[src/ovl_pkg.sv]
// Shared types and constants for the ordered value list unit.
package ovl_pkg;

  // Field widths fixed by the request and result formats.
  localparam int VALUE_W    = 32;
  localparam int MODE_W     = 2;
  localparam int POSITION_W = 6;
  localparam int COUNT_W    = 7;

  // Default list depth.
  localparam int CAPACITY_DEF = 64;

  // Request modes.
  localparam logic [MODE_W-1:0] MODE_APPEND = 2'd0;
  localparam logic [MODE_W-1:0] MODE_SORTED = 2'd1;
  localparam logic [MODE_W-1:0] MODE_REMOVE = 2'd2;
  localparam logic [MODE_W-1:0] MODE_SEARCH = 2'd3;

  // One request transaction.
  typedef struct packed {
    logic [MODE_W-1:0]        mode;
    logic signed [VALUE_W-1:0] value;
  } req_t;

  // One result transaction.
  typedef struct packed {
    logic                  found;
    logic [POSITION_W-1:0] position;
    logic [COUNT_W-1:0]    count;
    logic                  dropped;
  } res_t;

  // Control broadcast from the sequencer to every cell.
  typedef struct packed {
    logic                      cmp_en;
    logic                      ins_en;
    logic                      rem_en;
    logic [MODE_W-1:0]         mode;
    logic signed [VALUE_W-1:0] value;
  } cell_ctrl_t;

endpackage

[src/ovl_cell.sv]
// One list cell: holds one entry, compares it with the request and shifts with its neighbours.
module ovl_cell #(
  parameter int CAPACITY = ovl_pkg::CAPACITY_DEF,
  parameter int INDEX    = 0,
  localparam int CW      = $clog2(CAPACITY + 1)
) (
  input  logic                               clk,
  input  logic                               rst_n,
  input  ovl_pkg::cell_ctrl_t                ctrl,
  input  logic [CW-1:0]                      count,
  input  logic                               sel,
  input  logic                               ge,
  input  logic signed [ovl_pkg::VALUE_W-1:0] prev_val,
  input  logic signed [ovl_pkg::VALUE_W-1:0] next_val,
  output logic signed [ovl_pkg::VALUE_W-1:0] val,
  output logic                               hit
);

  logic signed [ovl_pkg::VALUE_W-1:0] val_r;
  logic signed [ovl_pkg::VALUE_W-1:0] val_nxt;
  logic                               hit_r;
  logic                               hit_nxt;
  logic                               occupied;
  logic                               less;

  assign occupied = (count > CW'(INDEX));
  assign less     = (val_r < ctrl.value);

  // Match flag for the current request; the first cell that raises it is the target.
  always_comb begin
    case (ctrl.mode)
      ovl_pkg::MODE_APPEND: begin
        hit_nxt = !occupied;
      end
      ovl_pkg::MODE_SORTED: begin
        hit_nxt = !occupied || !less;
      end
      ovl_pkg::MODE_REMOVE, ovl_pkg::MODE_SEARCH: begin
        hit_nxt = occupied && (val_r == ctrl.value);
      end
      default: begin
        hit_nxt = 1'b0;
      end
    endcase
  end

  // Insertion takes the new value at the target and the left neighbour's value beyond it;
  // removal takes the right neighbour's value from the target onwards.
  always_comb begin
    val_nxt = val_r;
    if (ctrl.ins_en) begin
      if (sel) begin
        val_nxt = ctrl.value;
      end else if (ge) begin
        val_nxt = prev_val;
      end
    end else if (ctrl.rem_en && ge) begin
      val_nxt = next_val;
    end
  end

  always_ff @(posedge clk) begin
    val_r <= val_nxt;
  end

  always_ff @(posedge clk) begin
    if (!rst_n) begin
      hit_r <= 1'b0;
    end else if (ctrl.cmp_en) begin
      hit_r <= hit_nxt;
    end
  end

  assign val = val_r;
  assign hit = hit_r;

endmodule

[config.mk]
export PLATFORM = sky130hd
export DESIGN_NAME = ovl_cell
export DESIGN_NICKNAME = d
export VERILOG_FILES = /design/src/ovl_pkg.sv /design/src/ovl_cell.sv
export SDC_FILE = /design/constraint.sdc
export NUM_CORES = 1
export LEC_CHECK = 0
export BUFFER_PORTS_ARGS = -buffer_cell sky130_fd_sc_hd__buf_4
export CAP_MARGIN = 20
export CORE_MARGIN = 4
export CORE_UTILIZATION = 49
export CTS_BUF_LIST = sky130_fd_sc_hd__clkbuf_8
export CTS_CLUSTER_SIZE = 16
export DETAILED_ROUTE_END_ITERATION = 8
export GPL_ROUTABILITY_DRIVEN = 0
export PLACE_DENSITY = 0.88
export SETUP_SLACK_MARGIN = 0.15
export SYNTH_ARGS = -nofsm -noshare
export SYNTH_HDL_FRONTEND = slang
export SYNTH_SLANG_ARGS = --single-unit
[constraint.sdc]
create_clock -name clk -period 8.9 [get_ports clk]
set_input_delay 1.78 -clock clk [delete_from_list [all_inputs] [get_ports clk]]
set_output_delay 1.78 -clock clk [all_outputs]
set_load 0.05 [all_outputs]
# Word level (Yosys, flattened, before mapping)
# Index checks and enable logic that the tools add are counted.
[totals]
reg_bits = 33
latchBits = 0
mem_bits_rw = 0
romBits = 0
input_bits = 112
out_inout_bits = 33
memories = 0
[classes]
add_sub_neg = 0
mul = 0
div = 0
order_cmp = 2
n_eq_ne = 5
shift = 0
n_mux = 5
bitwise_logic = 0
n_reduce_logical = 9
[ops]
columns = ["op", "n"]
rows = [
  ["32-bit 2-to-1 mux", 4],
  ["32-bit == test", 1],
  ["32-bit less-than comparator", 1],
  ["7-bit by 1-bit > comparator with 1-bit output (second input constant)", 1],
  ["2-bit == test (second input constant)", 2],
  ["3-bit by 1-bit inequality test with 1-bit output (second input constant)", 1],
  ["1-bit one-hot mux with 3 select lines", 1],
  ["2-bit by 1-bit == test with 1-bit output (second input constant)", 1],
  ["1-bit logical AND", 2],
  ["1-bit zero test", 2],
  ["2-bit zero test", 1],
  ["2-bit AND reduction", 1],
  ["2-bit nonzero test", 1],
  ["2-bit OR reduction", 1],
  ["1-bit logical OR", 1],
]

# Logic depth before layout (Yosys ltp)
# Gate-level depths: netlist (run 1).
[logic_depth]
word_depth = 4
mapped_depth = 8

# Worst setup path after synthesis (run 1)
# Ideal clock, no wire load.
[synth_path]
path_type = "input to register"
startpoint = "in ctrl[35] in the netlist's numbering"
endpoint = "reg val_r (netlist bit val[0]), enable pin"
setup_time_ns = 0.421
arrival_time_ns = 3.752
setup_slack_ns = 4.727
cell_stages = 4
cell_sequence = "clkbuf_1 > clkbuf_1 > a21oi_1 > nor2_1"
[synth_via]
elab_chain_len = 2
[synth_rtl]
columns = ["item", "line", "rtl"]
rows = [
  ["start, declared", "ovl_cell.sv:9", "input ovl_pkg::cell_ctrl_t ctrl,"],
  ["3-bit by 1-bit inequality test with 1-bit output (no source line) or 2-bit nonzero test (tied branches)", "-", ""],
  ["2-bit AND reduction (no source line) (*)", "-", ""],
  ["end signal, assigned", "ovl_cell.sv:63", "val_r <= val_nxt;"],
  ["end, declared", "ovl_cell.sv:19", "logic signed [ovl_pkg::VALUE_W-1:0] val_r;"],
]
# Mark *: on every way between the ends. The rest lies on a longest branch, timed or not.
# A chain may end at the register's enable or synchronous reset.

# Final worst setup path (run 1)
[layout_path]
startpoint = "in ctrl[13] in the netlist's numbering"
endpoint = "reg hit_r (netlist: hit)"
[layout_via]
elab_chain_len = 4
[layout_rtl]
columns = ["item", "line", "rtl"]
rows = [
  ["32-bit less-than comparator", "ovl_cell.sv:27", "assign less = (val_r < ctrl.value);"],
  ["1-bit zero test", "ovl_cell.sv:36", "hit_nxt = !occupied || !less;"],
  ["1-bit logical OR", "ovl_cell.sv:36", ""],
  ["1-bit one-hot mux with 3 select lines (*)", "ovl_cell.sv:31", "case (ctrl.mode)"],
  ["end signal, assigned", "ovl_cell.sv:70", "hit_r <= hit_nxt;"],
  ["end, declared", "ovl_cell.sv:21", "logic hit_r;"],
]
# Marked as above.

==> metrics.cfg, run 1 <==
[timing]
slew-limit-headroom=0.382
skew_ns=0.00476
whs_ns=0.616
hold_viol_final=0
period_minus_slack_ns=3.35
drv_slew=0
grt_setup_unrepaired=no
clock.fmax_mhz=299
min_period_over_period=0.376
setup_tns_ns=0
worst_pin_slew_ns=0.924
finalSetupViolCount=0

[logic_synthesis]
ys_warn_count=0
synth-seq-area-share=0.385
synth_ff_type=edfxtp_1
ys_async_sr_fraction=0
synth_most_common_cell=a21oi_1
synth_top_area_share=0.377
synth_cell_types=28
synth_area_mm2=0.00255
ys_ff_latch=33
yosys-top-cells-count=a21oi_1 (48), inv_1 (39), nor2_1 (37)
yosysTopAreaCell=edfxtp_1
synth_area_leaders=edfxtp_1 (38%), ha_1 (16%), mux2i_1 (13%)
netlist_instances=273
syn_area_per_cell_um2=9.34
synth_edf_count=32
syn_nets=417

[setup_path]
worstPathArrival_ns=3.54
crit_path_end_kind=flop
critical_path_class=input pin to flop
cp-start-kind=input pin
required_ns=9.10
crit_fanout=3

[grt]
grtUsageTotal=0.228
antenna_found_initial=0
grt_max_degree=66
grt-ovfl-total=0
grt_pass1_vias=2574
grt_pass1_wl_um=11300

[final_layout]
fin_util=0.770
nNetsFinal=557
final_area_mm2=0.00376
diodes=0
drive_above_1_share=0.377
area_growth_pct=47.4
nFillCells=394

[cts]
htree_levels=2
postCtsHoldBufs=0
clock_path_buffers=2
cts_setup_buffers=0
cts_tree=yes
clk_latency_ns=0.29
cts_root_buffer=clkbuf_8
post_cts_resize_count=0
cts.sinks=33
cts_buffers=5
cts.reportedPaths.clkPinSlew_ns=0.07

[floorplanning]
pin_count=145
start_util=0.522
num_rows=25
core_area_mm2=0.00488
die_area_mm2=0.00642
die_h_um=80.1
die_w_um=80.1

[drt]
viasPerCell=5.16
wl_um=7290
drc=0
drt_iter0_markers=73
avgRoutedWirePerCell_um=15.1
firstDrtPassIters=4
detail-route-antenna-nets=0
vias=2481

[power]
ir_drop_mv=0.0901
finalPower_uw=541
powerDensity_mw_per_mm2=144
p_leak_nw=1.93

[placed_design]
dp_hpwl_um=5970
place_area_mm2=0.00368
port_buffers=144

[outcome]
status=finished, final reports clean

[min_path]
hp-class=flop to flop

[flow_run]
drv_cap=0

## final timing paths
check | start | to | slack [ns] | cells past startpoint
setup / recovery | ctrl[13] | hit | 5.55 | 9
hold / removal | hit | hit | 0.62 | 2
setup reg to reg | val[13] | hit | 6.73 | 7
hold reg to reg | hit | hit | 0.62 | 2
## critical path: stages
cell and delay (ns):
buf_4 0.08, inv_1 0.04, ha_1 0.29, nand4_1 0.17
nor4_2 0.43, o21ai_0 0.17, o2111ai_1 0.17, a2111oi_1 0.14
a311oi_1 0.27
## cell usage in the layout, fill, tap and decap left out, drive strengths merged
master,instances
o221ai,1
a21oi,48
nand4,6
a311oi,2
nand2,8
nor2b,1
dfxtp,1
o21ai,10
a21o,2
or4,1
nor2,37
ha,32
a211oi,1
nand2b,1
mux2i,32
nand3,2
buf,144
inv,39
o21bai,1
clkbuf,5
nor4,3
o2111ai,1
a2111oi,1
clkinv,3
edfxtp,32
## sequential cells by signal (all words and copies together) (netlist names)
name and cells:
hit 1, val 32
## per-stage QoR
step	cells	setup slack (ns)
global placement	473	5.34
CTS	481	5.57
detailed placement	473	5.27
finish	481	5.55
floorplan	273	4.73
global route	481	5.40
## cell families after synthesis
group,count (synthesis),synth area share
AO/OA/AOI/OAI,67,0.145
buffers and inverters,50,0.0751
flip-flops,33,0.385
AND/OR/NAND/NOR,59,0.112
adder cells (fa/ha/maj),32,0.157
multiplexers,32,0.126
## area by class of cell
cell class | count | area (um^2) | share of cell area
multi-input cells | 190 | 1380 | 0.368
well taps | 67 | 83.8 | 0.0223
clock buffers | 5 | 68.8 | 0.0183
repair buffers | 144 | 1080 | 0.288
clock inverters | 3 | 12.5 | 0.00333
inverters | 39 | 146 | 0.0390
flip-flops and latches | 33 | 981 | 0.261
## per-layer routing
layer,global-route usage,vias to the layer above,share of wire
met5,0,-,0
met3,0.0538,12,0.072
met1,0.232,1119,0.36
li1,-,1261,-
met4,0.0693,0,0.019
met2,0.450,89,0.55
## where the power goes
| group | switching [mW] | internal [mW] | leakage, nW | total (mW) |
|---|---|---|---|---|
| clock network | 0.0565 | 0.0526 | 0.0430 | 0.109 |
| logic | 0.137 | 0.0906 | 1.56 | 0.227 |
| registers | 0.0109 | 0.194 | 0.322 | 0.205 |
| total | 0.204 | 0.337 | 1.93 | 0.541 |
Note: power is estimated with default switching activity, not from simulation.
==> run 2, diff against run 1 <==
--- a/config.mk
+++ b/config.mk
@@ -8,12 +8,12 @@
 export BUFFER_PORTS_ARGS = -buffer_cell sky130_fd_sc_hd__buf_4
 export CAP_MARGIN = 20
 export CORE_MARGIN = 4
-export CORE_UTILIZATION = 49
+export CORE_UTILIZATION = 46
 export CTS_BUF_LIST = sky130_fd_sc_hd__clkbuf_8
 export CTS_CLUSTER_SIZE = 16
 export DETAILED_ROUTE_END_ITERATION = 8
 export GPL_ROUTABILITY_DRIVEN = 0
-export PLACE_DENSITY = 0.88
+export PLACE_DENSITY = 0.83
 export SETUP_SLACK_MARGIN = 0.15
 export SYNTH_ARGS = -nofsm -noshare
 export SYNTH_HDL_FRONTEND = slang
==> constraint.sdc (replaced) <==
create_clock -name clk -period 3.31 [get_ports clk]
set_input_delay 0.662 -clock clk [delete_from_list [all_inputs] [get_ports clk]]
set_output_delay 0.662 -clock clk [all_outputs]
set_load 0.05 [all_outputs]
==> run 2 against run 1 <==
  * Total power rose to 2.7 times the previous value
  * Final cell count grew 0.83%
  * Die area increased by 5.9%
  * Clock power rose to 2.6 times the previous value
  * Sequential power grew to 2.7 times the previous value
  * Non-clock buffer count up 2
  * Sequential share of layout area fell by 0.095 points
  * Clock skew grew 0.0016 ns
  * Critical path type unchanged
  * Largest cell class unchanged
==> metrics.cfg, run 2 (synthesis results as in run 1) <==
[final_layout]
nNetsFinal=559  ; was 557
drive_above_1_share=0.378  ; was 0.377
diodes=0  ; unchanged
area_growth_pct=48.0  ; was 47.4%
layout.area.seq_um2=981  ; unchanged
nFillCells=419  ; was 394
multi_input_area_mm2=0.00138  ; unchanged
mostFrequentLayoutCell=buf_4  ; unchanged
largest_register_ffs=32  ; unchanged
mostFrequentLayoutCells=buf_4 (146), a21oi_1 (48), inv_1 (40)  ; was buf_4 (144), a21oi_1 (48), inv_1 (39)
final_area_mm2=0.00377  ; was 0.00376 mm^2

[floorplanning]
start_util=0.487  ; was 0.522
die_h_um=82.4  ; was 80.1 um
die_w_um=82.4  ; was 80.1 um
core_area_mm2=0.00524  ; was 0.00488 mm^2
die_area_mm2=0.00680  ; was 0.00642 mm^2
num_rows=26  ; was 25
pin_count=145  ; unchanged

[setup_path]
crit_fanout=4  ; was 3
cp_slowest_stage_delay_ns=0.43  ; about the same
required_ns=3.45  ; was 9.10 ns
rr_endpoint=hit  ; unchanged
worstPathArrival_ns=2.39  ; was 3.54 ns
cp-start-kind=input pin  ; unchanged
crit_path_end_kind=flop  ; unchanged
critical_path_class=input pin to flop  ; unchanged
worstPathCellList=buf_4, inv_1, ha_1, nand4_1, nor4_2, a311oi_1, o21ai_2, a2111oi_1, a311oi_1  ; was buf_4, inv_1, ha_1, nand4_1, nor4_2, o21ai_0, o2111ai_1, a2111oi_1, a311oi_1
ff2ff_path_depth=7  ; unchanged
cpMostUsedCell=a311oi_1
crit_path_top_delay_cell=a2111oi_1  ; was nor4_2
crit_family=compound AO/OA/AOI/OAI gates  ; unchanged
rrSetupSlack_ns=1.16  ; was 6.73 ns
r2r_start=val[23]  ; was val[13]
crit_buf_inv=2  ; unchanged

[timing]
clock.fmax_mhz=446
worst_pin_slew_ns=0.927  ; was 0.924 ns
skew_ns=0.00635  ; was 0.00476 ns
slew-limit-headroom=0.381  ; was 0.382
grt_setup_unrepaired=no  ; unchanged
finalSetupViolCount=0  ; unchanged
hold_viol_final=0  ; unchanged
period_minus_slack_ns=2.24
min_period_over_period=0.678
setup_tns_ns=0  ; unchanged
drv_slew=0  ; unchanged

[cts]
postCtsHoldBufs=0  ; unchanged
cts.sinks=33  ; unchanged
cts_setup_buffers=0  ; unchanged
cts_tree=yes  ; unchanged
cts.reportedPaths.clkPinSlew_ns=0.06  ; was 0.07 ns
clock_path_buffers=2  ; unchanged
cts_root_buffer=clkbuf_8  ; unchanged
post_cts_resize_count=0  ; unchanged
cts_buffers=5  ; unchanged
clk_latency_ns=0.28  ; was 0.29 ns
htree_levels=2  ; unchanged

[grt]
use_met3=0.0510  ; was 0.0538
grt_max_degree=65  ; was 66
grt_pass1_vias=2448  ; was 2574
use_met1=0.249  ; was 0.232
gr-usage-met2=0.383  ; was 0.450
antenna_found_initial=0  ; unchanged
busiest_layer=met2  ; unchanged
grtUsageTotal=0.216  ; was 0.228
grt-ovfl-total=0  ; unchanged
grt_pass1_wl_um=11100  ; was 11300 um

[flow_run]
drv_cap=0  ; unchanged

[outcome]
status=finished, final reports clean  ; unchanged

[power]
p_int_uw=906  ; was 337 uW
ir_drop_mv=0.225  ; was 0.0901 mV
p_switching_uw=534  ; was 204 uW
p_leak_nw=1.94  ; was 1.93 nW
p_clk_frac=0.193  ; was 0.202
combinationalPowerShare=0.425  ; was 0.420
swShare=0.371  ; was 0.377
power_frac_seq=0.382  ; was 0.379
powerDensity_mw_per_mm2=382  ; was 144 mW/mm^2

[drt]
vias=2452  ; was 2481
avgRoutedWirePerCell_um=15.0  ; was 15.1 um
wl_um=7250  ; was 7290 um
firstDrtPassIters=4  ; unchanged
viasPerCell=5.06  ; was 5.16
drt_iter0_markers=86  ; was 73
detail-route-antenna-nets=0  ; unchanged
drc=0  ; unchanged

[placed_design]
place_area_mm2=0.00369  ; was 0.00368 mm^2
dp_hpwl_um=5950  ; was 5970 um
port_buffers=144  ; unchanged

[min_path]
holdPathEnd=hit  ; unchanged
min_from=hit  ; unchanged
hp-class=flop to flop  ; unchanged
min_path_cells=2  ; unchanged

[run 2: cell count changes in the layout (fill, tap and decap cells not counted), sizes merged]
cell / previous run / this run
buf: 144 / 146
clkinv: 3 / 1
inv: 39 / 40
[run 2: layer usage]
layer / wire length, um / share of wire / vias to the layer above
met3: 570 / 0.079 / 17
met4: 253 / 0.035 / 0
met1: 2710 / 0.37 / 1089
met2: 3720 / 0.51 / 86
li1: - / - / 1260
met5: 0 / 0 / -
[run 2: area by class of cell]
| cell class | count | area share |
|---|---|---|
| Inverter | 39 | 0.0388 |
| Tap cell | 70 | 0.0232 |
| Clock inverter | 2 | 0.00199 |
| Clock buffer | 5 | 0.0182 |
| Timing Repair Buffer | 146 | 0.291 |
| Multi-Input combinational cell | 190 | 0.367 |
| Sequential cell | 33 | 0.260 |
[run 2: worst register-to-register path, stage by stage (launching register included)]
cell and delay, ns:
edfxtp_1 0.40, ha_1 0.32, nand4_1 0.17, nor4_2 0.10, a311oi_1 0.41, o21ai_2 0.10, a2111oi_1 0.43, a311oi_1 0.08
[run 2: how the worst max path moves through the flow]
stage,slack [ns],start,endpoint,cells after the start
floorplan,0.25,ctrl[35],val[0],4
global placement,0.88,ctrl[13],hit,9
detailed placement,0.81,ctrl[23],hit,9
CTS,1.10,ctrl[23],hit,9
global route,0.83,ctrl[23],hit,9
finish,1.07,ctrl[23],hit,9
[run 2: stage by stage]
step	worst slack (ns)	total power [mW]	cells	utilization	hold slack, ns
2_1_floorplan	0.255	0.926	273	-	0.794
3_3_place_gp	0.880	1.16	478	0.705	0.587
3_5_place_dp	0.811	1.17	478	0.705	0.588
4_1_cts	1.10	1.45	485	0.720	0.590
5_1_grt	0.834	1.53	485	0.720	0.619
6_report	1.07	1.44	485	0.720	0.581
[run 2: power by group through the flow]
| stage | combinational (mW) | clock, mW | sequential [mW] |
|---|---|---|---|
| finish | 0.612 | 0.278 | 0.550 |
| global route | 0.668 | 0.306 | 0.556 |
| CTS | 0.616 | 0.285 | 0.550 |
| detailed placement | 0.614 | 0 | 0.559 |
| global placement | 0.601 | 0 | 0.556 |
| floorplan | 0.192 | 0 | 0.734 |
==> run 3, diff against run 2 <==
==> constraint.sdc (replaced) <==
create_clock -name clk -period 2.2 [get_ports clk]
set_input_delay 0.44 -clock clk [delete_from_list [all_inputs] [get_ports clk]]
set_output_delay 0.44 -clock clk [all_outputs]
set_load 0.05 [all_outputs]
==> run 3 against run 2 <==
  * Core utilization increased by 3.3 points
  * First-iteration DRC count fell by 44%
  * Sequential cell count unchanged
  * Critical path depth is 2 lower
  * Total power is 57% higher
  * Critical path type is now flop to flop
  * Critical endpoint unchanged
==> metrics.cfg, run 3 (synthesis results as in run 1) <==
[grt]
antenna_found_initial=0  ; unchanged
grt_pass1_wl_um=11400  ; was 11100 um
grt_max_degree=40  ; was 65
grtUsageTotal=0.222  ; was 0.216
grt_pass1_vias=2588  ; was 2448
grt-ovfl-total=0  ; unchanged

[floorplanning]
num_rows=26  ; unchanged
die_w_um=82.4  ; unchanged
pin_count=145  ; unchanged
start_util=0.487  ; unchanged
die_h_um=82.4  ; unchanged
core_area_mm2=0.00524  ; unchanged
die_area_mm2=0.00680  ; unchanged

[setup_path]
crit_path_end_kind=flop  ; unchanged
worstPathCellList=ha_1, nand4_1, nor4_4, a311oi_2, o21ai_2, a2111oi_4, a311oi_1  ; was buf_4, inv_1, ha_1, nand4_1, nor4_2, a311oi_1, o21ai_2, a2111oi_1, a311oi_1
cp-start-kind=flop  ; was input pin
r2r_start=val[21]  ; was val[23]
rr_endpoint=hit  ; unchanged
rrSetupSlack_ns=0.24  ; was 1.16 ns
required_ns=2.39  ; was 3.45 ns
worstPathArrival_ns=2.15  ; was 2.39 ns
ff2ff_path_depth=7  ; unchanged
critical_path_class=flop to flop  ; was input pin to flop
crit_fanout=3  ; was 4
cp_slowest_stage_delay_ns=0.40  ; was 0.43 ns
crit_path_top_delay_cell=edfxtp_1  ; was a2111oi_1

[placed_design]
dp_cells=482  ; was 478
port_buffers=144  ; unchanged
dp_hpwl_um=6290  ; was 5950 um
dp_slack_ns=-0.0235  ; was 0.811 ns
place_area_mm2=0.00378  ; was 0.00369 mm^2

[drt]
avgRoutedWirePerCell_um=15.3  ; was 15.0 um
viasPerCell=5.07  ; was 5.06
drt_iter0_markers=48  ; was 86
wl_um=7570  ; was 7250 um
drc=0  ; unchanged
vias=2507  ; was 2452
detail-route-antenna-nets=0  ; unchanged
firstDrtPassIters=4  ; unchanged

[min_path]
holdPathEnd=hit  ; unchanged
min_path_cells=3  ; was 2
min_from=rst_n  ; was hit
hp-class=input pin to flop  ; was flop to flop

[cts]
cts_buffers=5  ; unchanged
cts.reportedPaths.clkPinSlew_ns=0.07  ; was 0.06 ns
htree_levels=2  ; unchanged
cts_root_buffer=clkbuf_8  ; unchanged
cts_tree=yes  ; unchanged
cts.sinks=33  ; unchanged
clk_latency_ns=0.28  ; about the same
clock_path_buffers=2  ; unchanged
postCtsHoldBufs=0  ; unchanged

[timing]
clock.fmax_mhz=510
setup_tns_ns=0  ; unchanged
finalSetupViolCount=0  ; unchanged
whs_ns=0.428  ; was 0.581 ns
period_minus_slack_ns=1.96
grt_setup_unrepaired=yes  ; was no
min_period_over_period=0.891
skew_ns=0.00549  ; was 0.00635 ns
hold_viol_final=0  ; unchanged
drv_slew=0  ; unchanged
slew-limit-headroom=0.705  ; was 0.381
setup_ws_ns=0.239  ; was 1.07 ns
worst_pin_slew_ns=0.438  ; was 0.927 ns

[power]
combinationalPowerShare=0.437  ; was 0.425
p_int_mw=1.40  ; was 906 uW
p_clk_frac=0.195  ; was 0.193
p_leak_nw=2.00  ; was 1.94 nW
swShare=0.380  ; was 0.371
ir_drop_mv=0.408  ; was 0.225 mV
powerDensity_mw_per_mm2=573  ; was 382 mW/mm^2
p_switching_uw=859  ; was 534 uW
finalPower_mw=2.26  ; was 1.44 mW
power_frac_seq=0.368  ; was 0.382

[final_layout]
mostFrequentLayoutCells=buf_4 (154), a21oi_1 (47), inv_1 (39)  ; was buf_4 (146), a21oi_1 (48), inv_1 (40)
fin_util=0.753  ; was 0.720
largest_register_ffs=32  ; unchanged
diodes=0  ; unchanged
final_area_mm2=0.00394  ; was 0.00377 mm^2
area_growth_pct=54.7  ; was 48.0%
nNetsFinal=567  ; was 559
mostFrequentLayoutCell=buf_4  ; unchanged
final_cells=494  ; was 485
drive_above_1_share=0.413  ; was 0.378

[outcome]
status=finished, final reports clean  ; unchanged

[flow_run]
drv_cap=0  ; unchanged

[run 3: cell count changes in the layout (fill, tap and decap cells not counted), moves of 2 or more]
cell	before	now
nor4_2	2	0
buf_4	146	154
o21ai_0	8	5
ha_4	0	4
o21ai_1	1	4
ha_1	32	28
nor4_4	1	3
[run 3: power by group through the flow]
stage / Sequential [mW] / Combinational [mW] / Clock (mW)
after detailed placement: 0.844 / 0.948 / 0
after global routing: 0.840 / 1.07 / 0.478
after global placement: 0.838 / 0.921 / 0
final: 0.831 / 0.987 / 0.441
after floorplan: 1.11 / 0.302 / 0
after CTS: 0.831 / 0.962 / 0.447
[run 3: what timing repair did]
| item | 4_1_cts | 5_1_grt |
|---|---|---|
| setup endpoints to repair | 1 | 1 |
| buffers inserted | 0 | 4 |
| resized for setup | 3 | 6 |
| pin swaps | 0 | 10 |
[run 3: worst max-delay path by stage]
stage                  start   to  slack, ns  depth (start not counted)
detailed placement  ctrl[25]  hit      -0.02                          9
global route         val[11]  hit       0.12                          7
CTS                   val[9]  hit       0.17                          7
global placement    ctrl[11]  hit       0.06                          9
finish               val[21]  hit       0.24                          7
floorplan            val[26]  hit       0.09                          7
[run 3: cell type report]
| cell class | count | area, um^2 |
|---|---|---|
| Clock buffer | 5 | 68.8 |
| Clock inverter | 3 | 12.5 |
| Timing Repair Buffer | 154 | 1160 |
| Sequential cell | 33 | 981 |
| Inverter | 39 | 146 |
| Fill cell | 402 | 1290 |
| Tap cell | 70 | 87.6 |
| Multi-Input combinational cell | 190 | 1490 |
[run 3: worst max-delay path, delay by kind of cell (launching register included)]
kind                     cells  cell delay (ns)
AND/OR/NAND/NOR              2             0.56
adder cells (fa/ha/maj)      1             0.33
flip-flops                   1             0.40
AO/OA/AOI/OAI                4             0.56
[run 3: metal layers]
layer  global-route usage  part of all wire  up-vias
met5                    0                 0        -
met3               0.0401             0.072       12
met2                0.428              0.53       86
li1                     -                 -     1275
met1                0.237              0.38     1134
met4               0.0797             0.018        0
